===== config.mk =====
export PLATFORM = sky130hd
export DESIGN_NAME = openpgp_packet_deframer
export DESIGN_NICKNAME = d
export VERILOG_FILES = /design/src/rtl/opgpdf_pkg.sv /design/src/rtl/openpgp_packet_deframer.sv
export VERILOG_INCLUDE_DIRS = /design/src /design/src/rtl
export SDC_FILE = /design/constraint.sdc
export NUM_CORES = 1
export LEC_CHECK = 0
export ABC_CLOCK_PERIOD_IN_PS = 8500
export BUFFER_PORTS_ARGS = -buffer_cell sky130_fd_sc_hd__buf_2
export CORE_AREA = 4 4 227 229
export CTS_CLUSTER_SIZE = 30
export DETAILED_ROUTE_END_ITERATION = 8
export DIE_AREA = 0 0 231 233
export GPL_TIMING_DRIVEN = 1
export HOLD_SLACK_MARGIN = 0.02
export PLACE_DENSITY = 0.43
export SETUP_SLACK_MARGIN = 0.02
export SYNTH_ARGS = -nofsm -noshare
export SYNTH_HDL_FRONTEND = slang
export SYNTH_SLANG_ARGS = --single-unit

===== constraint.sdc =====
create_clock -name clock -period 8.5 [get_ports clock]
set_input_delay 0.85 -clock clock [delete_from_list [all_inputs] [get_ports clock]]
set_output_delay 0.85 -clock clock [all_outputs]
set_load 0.05 [all_outputs]

===== src/rtl/openpgp_packet_deframer_defines.svh =====
// ---------------------------------------------------------------------------
// OpenPGP packet deframer assertion macros
// Concurrent assertion wrappers that compile away in synthesis.
// ---------------------------------------------------------------------------
`ifndef OPENPGP_PACKET_DEFRAMER_DEFINES_SVH
`define OPENPGP_PACKET_DEFRAMER_DEFINES_SVH

`ifndef SYNTHESIS
`define OPGPDF_ASSERT_IMPLIES(label, clk, rst, ante, cons) \
   label: assert property (@(posedge clk) disable iff (rst) (ante) |-> (cons)) \
      else $error("assertion failed");
`define OPGPDF_ASSERT_NEXT(label, clk, rst, ante, cons) \
   label: assert property (@(posedge clk) disable iff (rst) (ante) |=> (cons)) \
      else $error("assertion failed");
`else
`define OPGPDF_ASSERT_IMPLIES(label, clk, rst, ante, cons)
`define OPGPDF_ASSERT_NEXT(label, clk, rst, ante, cons)
`endif

`endif


===== src/rtl/opgpdf_pkg.sv =====
// ---------------------------------------------------------------------------
// OpenPGP packet deframer package
// Phase, length format and error codes, and the header length table.
// ---------------------------------------------------------------------------
package opgpdf_pkg;

   typedef logic [1:0] phase_type;
   typedef logic [2:0] format_type;
   typedef logic [2:0] error_type;

   localparam phase_type PH_TAG  = 2'd0;
   localparam phase_type PH_LEN  = 2'd1;
   localparam phase_type PH_BODY = 2'd2;
   localparam phase_type PH_ERR  = 2'd3;

   localparam format_type FMT_NONE      = 3'd0;
   localparam format_type FMT_NEW_FIRST = 3'd1;
   localparam format_type FMT_ONE       = 3'd2;
   localparam format_type FMT_OLD_TWO   = 3'd3;
   localparam format_type FMT_NEW_TWO   = 3'd4;
   localparam format_type FMT_OLD_FOUR  = 3'd5;
   localparam format_type FMT_NEW_FIVE  = 3'd6;

   localparam error_type ERR_OK      = 3'd0;
   localparam error_type ERR_BAD_HDR = 3'd1;
   localparam error_type ERR_SHORT   = 3'd2;
   localparam error_type ERR_TOO_BIG = 3'd3;
   localparam error_type ERR_EXCESS  = 3'd4;

   localparam int RSP_TDATA_W = 56;
   localparam int RSP_TUSER_W = 3;

   function automatic logic [2:0] hdr_len(input format_type fmt);
      logic [2:0] len;
      unique case (fmt)
         FMT_ONE:      len = 3'd2;
         FMT_OLD_TWO:  len = 3'd3;
         FMT_NEW_TWO:  len = 3'd3;
         FMT_OLD_FOUR: len = 3'd5;
         FMT_NEW_FIVE: len = 3'd6;
         default:      len = 3'd0;
      endcase
      return len;
   endfunction

endpackage


===== src/rtl/openpgp_packet_deframer.sv =====
// ---------------------------------------------------------------------------
// OpenPGP packet deframer: splits a byte stream into packets.
// An accepted byte updates the header and body state and has its result in the
// output register in the next cycle. One byte per cycle unless the output stalls.
// Synchronous reset clears the state and the interest mask and empties the output.
// ---------------------------------------------------------------------------
`include "openpgp_packet_deframer_defines.svh"

module openpgp_packet_deframer (
   input  logic        clock,
   input  logic        reset,
   input  logic        csr_wr_en,
   input  logic [63:0] csr_wr_data,
   input  logic        req_tvalid,
   output logic        req_tready,
   // stream_byte[7:0]
   input  logic [7:0]  req_tdata,
   input  logic        req_tlast,
   output logic        rsp_tvalid,
   input  logic        rsp_tready,
   // byte_out[7:0], packet_tag[13:8], header_done[14], packet_end[15],
   // header_length[18:16], body_length[49:19], error_code[52:50], zero[55:53]
   output logic [opgpdf_pkg::RSP_TDATA_W-1:0] rsp_tdata,
   // header_byte[0], body_byte[1], of_interest[2]
   output logic [opgpdf_pkg::RSP_TUSER_W-1:0] rsp_tuser,
   output logic        rsp_tlast
);

   logic [63:0]            mask_ff;
   opgpdf_pkg::phase_type  phase_ff, phase_in;
   logic [5:0]             tag_ff, tag_in;
   opgpdf_pkg::format_type fmt_ff, fmt_in;
   logic [2:0]             hcnt_ff, hcnt_in;
   logic [31:0]            acc_ff, acc_in;
   logic [31:0]            rem_ff, rem_in;
   opgpdf_pkg::error_type  err_ff, err_in;
   logic [1:0]             bip_ff, bip_in;

   logic                   rsp_valid_ff;
   logic [opgpdf_pkg::RSP_TDATA_W-1:0] rsp_tdata_ff, rsp_tdata_in;
   logic [opgpdf_pkg::RSP_TUSER_W-1:0] rsp_tuser_ff, rsp_tuser_in;
   logic                   rsp_tlast_ff;

   logic                   req_accept;
   logic [1:0]             pos;
   logic                   body_big;
   logic [5:0]             o_tag;
   logic                   o_hb, o_bb, o_oi, o_hd, o_pe;
   logic [2:0]             o_hl;
   logic [30:0]            o_bl;
   opgpdf_pkg::error_type  o_err;

   assign req_tready = !rsp_valid_ff || rsp_tready;
   assign req_accept = req_tvalid && req_tready;

   always_comb begin
      phase_in = phase_ff;
      tag_in   = tag_ff;
      fmt_in   = fmt_ff;
      hcnt_in  = hcnt_ff;
      acc_in   = acc_ff;
      rem_in   = rem_ff;
      err_in   = err_ff;
      pos      = (bip_ff == 2'd3) ? 2'd3 : bip_ff + 2'd1;
      bip_in   = pos;
      body_big = acc_ff[31];
      o_tag    = 6'd0;
      o_hb     = 1'b0;
      o_bb     = 1'b0;
      o_oi     = 1'b0;
      o_hd     = 1'b0;
      o_pe     = 1'b0;
      o_hl     = 3'd0;
      o_bl     = 31'd0;
      unique case (phase_ff)
         opgpdf_pkg::PH_TAG: begin
            o_hb    = 1'b1;
            acc_in  = 32'd0;
            hcnt_in = 3'd1;
            if (!req_tdata[7]) begin
               err_in   = opgpdf_pkg::ERR_BAD_HDR;
               phase_in = opgpdf_pkg::PH_ERR;
            end else if (req_tdata[6]) begin
               tag_in   = req_tdata[5:0];
               o_tag    = req_tdata[5:0];
               fmt_in   = opgpdf_pkg::FMT_NEW_FIRST;
               phase_in = opgpdf_pkg::PH_LEN;
            end else begin
               tag_in = {2'b00, req_tdata[5:2]};
               o_tag  = {2'b00, req_tdata[5:2]};
               unique case (req_tdata[1:0])
                  2'd0: begin
                     fmt_in   = opgpdf_pkg::FMT_ONE;
                     phase_in = opgpdf_pkg::PH_LEN;
                  end
                  2'd1: begin
                     fmt_in   = opgpdf_pkg::FMT_OLD_TWO;
                     phase_in = opgpdf_pkg::PH_LEN;
                  end
                  2'd2: begin
                     fmt_in   = opgpdf_pkg::FMT_OLD_FOUR;
                     phase_in = opgpdf_pkg::PH_LEN;
                  end
                  default: begin
                     err_in   = opgpdf_pkg::ERR_BAD_HDR;
                     phase_in = opgpdf_pkg::PH_ERR;
                  end
               endcase
            end
         end
         opgpdf_pkg::PH_LEN: begin
            o_hb    = 1'b1;
            o_tag   = tag_ff;
            hcnt_in = hcnt_ff + 3'd1;
            if (fmt_ff == opgpdf_pkg::FMT_NEW_FIRST) begin
               if (req_tdata <= 8'hbf) begin
                  acc_in = {24'd0, req_tdata};
                  fmt_in = opgpdf_pkg::FMT_ONE;
               end else if (req_tdata <= 8'hdf) begin
                  acc_in = {19'd0, req_tdata[4:0], 8'd192};
                  fmt_in = opgpdf_pkg::FMT_NEW_TWO;
               end else if (req_tdata == 8'hff) begin
                  acc_in = 32'd0;
                  fmt_in = opgpdf_pkg::FMT_NEW_FIVE;
               end else begin
                  err_in   = opgpdf_pkg::ERR_BAD_HDR;
                  phase_in = opgpdf_pkg::PH_ERR;
               end
            end else if (fmt_ff == opgpdf_pkg::FMT_NEW_TWO) begin
               acc_in = acc_ff + {24'd0, req_tdata};
            end else begin
               acc_in = {acc_ff[23:0], req_tdata};
            end
            if (phase_in == opgpdf_pkg::PH_LEN) begin
               o_hl = opgpdf_pkg::hdr_len(fmt_in);
               if (o_hl != 3'd0 && hcnt_in == o_hl) begin
                  o_hd   = 1'b1;
                  o_bl   = acc_in[31] ? 31'h7fffffff : acc_in[30:0];
                  rem_in = acc_in;
                  if (acc_in == 32'd0) begin
                     o_pe     = 1'b1;
                     phase_in = opgpdf_pkg::PH_TAG;
                     bip_in   = 2'd0;
                  end else begin
                     phase_in = opgpdf_pkg::PH_BODY;
                  end
               end
            end else begin
               o_tag = 6'd0;
            end
         end
         opgpdf_pkg::PH_BODY: begin
            o_bb   = 1'b1;
            o_tag  = tag_ff;
            o_hl   = opgpdf_pkg::hdr_len(fmt_ff);
            o_bl   = body_big ? 31'h7fffffff : acc_ff[30:0];
            o_oi   = !body_big && mask_ff[tag_ff];
            rem_in = rem_ff - 32'd1;
            if (rem_in == 32'd0) begin
               o_pe = 1'b1;
               if (body_big) begin
                  err_in   = opgpdf_pkg::ERR_TOO_BIG;
                  phase_in = opgpdf_pkg::PH_ERR;
               end else begin
                  phase_in = opgpdf_pkg::PH_TAG;
                  bip_in   = 2'd0;
               end
            end
         end
         default: begin
         end
      endcase

      o_err = err_in;
      if (req_tlast) begin
         if (pos <= 2'd2) begin
            o_err = opgpdf_pkg::ERR_EXCESS;
         end else if (err_in == opgpdf_pkg::ERR_OK &&
                      (phase_in == opgpdf_pkg::PH_LEN || phase_in == opgpdf_pkg::PH_BODY)) begin
            o_err = opgpdf_pkg::ERR_SHORT;
         end
         phase_in = opgpdf_pkg::PH_TAG;
         tag_in   = 6'd0;
         fmt_in   = opgpdf_pkg::FMT_NONE;
         hcnt_in  = 3'd0;
         acc_in   = 32'd0;
         rem_in   = 32'd0;
         err_in   = opgpdf_pkg::ERR_OK;
         bip_in   = 2'd0;
      end

      rsp_tdata_in = {3'd0, o_err, o_bl, o_hl, o_pe, o_hd, o_tag, req_tdata};
      rsp_tuser_in = {o_oi, o_bb, o_hb};
   end

   always_ff @(posedge clock) begin
      if (reset) begin
         mask_ff <= 64'd0;
      end else if (csr_wr_en) begin
         mask_ff <= csr_wr_data;
      end
   end

   always_ff @(posedge clock) begin
      if (reset) begin
         phase_ff <= opgpdf_pkg::PH_TAG;
         tag_ff   <= 6'd0;
         fmt_ff   <= opgpdf_pkg::FMT_NONE;
         hcnt_ff  <= 3'd0;
         acc_ff   <= 32'd0;
         rem_ff   <= 32'd0;
         err_ff   <= opgpdf_pkg::ERR_OK;
         bip_ff   <= 2'd0;
      end else if (req_accept) begin
         phase_ff <= phase_in;
         tag_ff   <= tag_in;
         fmt_ff   <= fmt_in;
         hcnt_ff  <= hcnt_in;
         acc_ff   <= acc_in;
         rem_ff   <= rem_in;
         err_ff   <= err_in;
         bip_ff   <= bip_in;
      end
   end

   always_ff @(posedge clock) begin
      if (reset) begin
         rsp_valid_ff <= 1'b0;
      end else if (req_accept) begin
         rsp_valid_ff <= 1'b1;
      end else if (rsp_tready) begin
         rsp_valid_ff <= 1'b0;
      end
   end

   always_ff @(posedge clock) begin
      if (req_accept) begin
         rsp_tdata_ff <= rsp_tdata_in;
         rsp_tuser_ff <= rsp_tuser_in;
         rsp_tlast_ff <= req_tlast;
      end
   end

   assign rsp_tvalid = rsp_valid_ff;
   assign rsp_tdata  = rsp_tdata_ff;
   assign rsp_tuser  = rsp_tuser_ff;
   assign rsp_tlast  = rsp_tlast_ff;

   `OPGPDF_ASSERT_NEXT(a_clear_after_last, clock, reset, req_accept && req_tlast,
      phase_ff == opgpdf_pkg::PH_TAG && err_ff == opgpdf_pkg::ERR_OK && bip_ff == 2'd0)
   `OPGPDF_ASSERT_IMPLIES(a_body_count_live, clock, reset,
      phase_ff == opgpdf_pkg::PH_BODY, rem_ff != 32'd0)
   `OPGPDF_ASSERT_IMPLIES(a_interest_on_body, clock, reset,
      rsp_valid_ff && rsp_tuser_ff[2], rsp_tuser_ff[1] && !rsp_tuser_ff[0])
   `OPGPDF_ASSERT_IMPLIES(a_error_code_range, clock, reset,
      rsp_valid_ff, rsp_tdata_ff[52:50] <= opgpdf_pkg::ERR_EXCESS)

endmodule


==> metrics <==
DR DRC count 0; initial antenna violation count 4; Worst EP arrival between 5 and 6 ns; Mapped Cells between 1000 and 1500; worst-path fanout max 41; RSZ-0062 raised after global routing false; Max Fclk 212 MHz; cts hold-fix bufs 0; GPL Wtd Cong ~0.94; via count between 10000 and 15000; synth warn 0; Worst Path Required between 8 and 9 ns; final period utilization a little under three fifths; Layout Skew 0.0149 ns; critical path startpoint fmt_ff[1]$_SDFFE_PP0P_; Pleak about 5.4 nW; die height around 230 um; Compound-Gate Fraction of Synth Area a little under a quarter; number of port buffers roughly 140; Synth Area per Inst 8.68 um^2; Tightest Pin Transition around 1.1 ns; post-synthesis simple-gate area fraction 20.0%; Initial Util ~25%; Global Route Usage Sum between 15 and 20%; io pins between 100 and 150; fillers around 5300; asr flop ratio synth 0%; H-tree depth 1; Nets about 1600; die width between 200 and 250 um; Post-Synth Adder-Cell Area 2.11%; PostCTS Resize Cnt 0; largest vdd supply drop around 0.00014 V; r2r startpoint fmt_ff[1]$_SDFFE_PP0P_; Post-Synth XOR/XNOR Area under 10%; Setup crit start kind flop; Max-Cap Viols 0; clk sinks 205; Netlist cell types 89; largest net degree at the start of global routing between 80 and 90; number of synthesized flops with an enable pin 57; post-route minimum period 4.71 ns; crit path to rem_ff[0]$_SDFFE_PP0P_; CTS buffer count 28; worst r2r path cells 13; Core Area 0.0497 mm^2; critical path class reg -> reg; ys flop type dfxtp_1; Pins Over Slew Limit 0; flops & latches, synth 205; Layout area overhead 18.5%; clock root cell clkbuf_16; mux share of post-synthesis cell area 9.52%; Final Hold Viols 0; Power Total 0.00271 W; Reg2Reg Setup Slack between 3 and 4 ns; Via density about 5.2; commonest non-fill, non-tap cell in the layout nor2_1; DRT antenna net count 0; DR iter-0 viols 803; Pre-Repair DR Iteration Count 6; first-pass GRT wire length approximately 70 mm; Slew headroom between 20 and 25%; # setup viols final 0; clock tree buffer depth 3; setup bufs post-CTS 0; outcome finished, final reports clean; Total Neg Setup Slack 0 ns; P per Cell Area between 150 and 200 mW/mm^2; global route overflow 0; wire per inst slightly above 20 um; register clock-pin slew on the reported worst setup and hold paths about 0.060 ns; die area 0.0538 mm^2; Worst Hold Class reg -> reg; mapped cell area between 0.01 and 0.015 mm^2; sequential area share after synthesis between 30% and 40%; drt total wl between 40 and 50 mm; FP Rows slightly above 80; worst skew pair latency ~0.58 ns; layout cells sized above 1 17.4%; vias in the first global route between 10000 and 15000; FF-to-FF End rem_ff[0]$_SDFFE_PP0P_; CTS tree done; Post-DP HPWL 31.0 mm; most frequent cells in the layout nor2_1, dfxtp_1, buf_2; element type at the critical path end flop; largest family of logic cells by synthesized area compound AO/OA/AOI/OAI gates
## cell type report
type / instances / area, um^2 / share of cell area, %
Multi-Input combinational cell: 1056 / 6970 / 48.1
Sequential cell: 205 / 4670 / 32.3
Timing Repair Buffer: 166 / 911 / 6.29
Tap cell: 672 / 841 / 5.81
Clock buffer: 36 / 772 / 5.33
Clock inverter: 15 / 209 / 1.44
Inverter: 26 / 97.6 / 0.674
Antenna cell: 1 / 2.50 / 0.0173
## flip-flops by register name (all words and copies together) (netlist names)
signal,count
rem_ff,32
phase_ff,2
err_ff,3
rsp_tdata,53
fmt_ff,3
bip_ff,2
rsp_tlast,1
acc_ff,32
rsp_tvalid,1
tag_ff,6
mask_ff,64
hcnt_ff,3
rsp_tuser,3
## stage by stage
step	cells	worst slack [ns]	hold WS [ns]	util (%)	cell area [um^2]
after CTS	2176	3.78	0.471	29.1	14500
after floorplan	1410	4.41	0.450	-	12200
after global placement	2125	3.58	0.467	27.2	13500
after detailed placement	2125	3.46	0.476	27.2	13500
after global routing	2177	3.30	0.492	29.2	14500
final	2177	3.79	0.486	29.2	14500
## where the power goes
part	internal (W)	switching (W)
sequential	0.00104	0.0000240
combinational	0.000130	0.000263
clock	0.000765	0.000482
total	0.00194	0.000770
## per-layer routing
metal / track usage [%] / routed length, um / vias up
met4: 4.36 / 1290 / 6
met5: 0 / 48 / -
met1: 21.8 / 19900 / 5512
met3: 3.51 / 3030 / 78
li1: - / - / 5366
met2: 25.6 / 20500 / 369
## worst min-delay path by stage
| stage | cells after the start | start | to |
|---|---|---|---|
| 6_report | 2 | rem_ff[17]$_SDFFE_PP0P_ | rem_ff[17]$_SDFFE_PP0P_ |
| 5_1_grt | 3 | csr_wr_data[52] | mask_ff[52]$_SDFFE_PP0P_ |
| 4_1_cts | 3 | csr_wr_data[53] | mask_ff[53]$_SDFFE_PP0P_ |
| 3_5_place_dp | 2 | rem_ff[17]$_SDFFE_PP0P_ | rem_ff[17]$_SDFFE_PP0P_ |
| 3_3_place_gp | 2 | rem_ff[17]$_SDFFE_PP0P_ | rem_ff[17]$_SDFFE_PP0P_ |
| 2_1_floorplan | 2 | rem_ff[17]$_SDFFE_PP0P_ | rem_ff[17]$_SDFFE_PP0P_ |
## critical path: stages, from the launching register on
cell      delay (ns)
dfxtp_1         0.90
nor3b_1         0.12
buf_4           0.23
and4_1          0.21
buf_4           0.20
nor2_1          0.27
nand3_1         0.27
nor4_4          0.32
buf_4           0.38
a211oi_1        0.11
nand2b_4        0.38
nor2_2          0.66
o21ai_0         0.20
a221oi_1        0.30
## logic make-up after synthesis
group | Yosys count
AOI/OAI and AO/OA | 424
and+or+nand+nor | 485
other | 1
muxes | 90
DFF | 205
adders and majority gates | 20
xor gates and xnor gates | 34
buffers and inverters | 149
## cells in the mapped netlist, drive strengths merged, types with 4 or more instances
| cell | number | area, um^2 |
|---|---|---|
| nor2 | 210 | 791 |
| dfxtp | 148 | 2960 |
| o21ai | 126 | 631 |
| clkbuf | 91 | 342 |
| a21oi | 76 | 384 |
| nand2 | 75 | 282 |
| mux2i | 69 | 691 |
| a22oi | 61 | 458 |
| edfxtp | 57 | 1710 |
| a21boi | 33 | 248 |
| buf | 32 | 153 |
| nand3 | 30 | 150 |
| nor3 | 30 | 155 |
| inv | 24 | 90.1 |
| mux4 | 21 | 473 |
| nor4 | 20 | 176 |
| ha | 19 | 238 |
| nand4 | 19 | 138 |
| xor2 | 18 | 158 |
| a2111oi | 16 | 160 |
| nand2b | 16 | 108 |
| o211ai | 16 | 120 |
| xnor2 | 16 | 140 |
| a31oi | 12 | 75.1 |
| a21o | 10 | 75.1 |
| and3 | 10 | 67.6 |
| nor2b | 10 | 62.6 |
| a211oi | 9 | 72.6 |
| and2 | 9 | 56.3 |
| or3 | 9 | 56.3 |
| and4 | 7 | 61.3 |
| o31ai | 7 | 52.6 |
| a221oi | 6 | 58.8 |
| o21a | 6 | 45.0 |
| o22ai | 6 | 37.5 |
| or4 | 6 | 45.0 |
| a32oi | 5 | 43.8 |
| and3b | 5 | 43.8 |
| nand3b | 5 | 37.5 |
| nor3b | 5 | 42.5 |
| a31o | 4 | 35.0 |
Note: power is estimated with default switching activity, not from simulation.
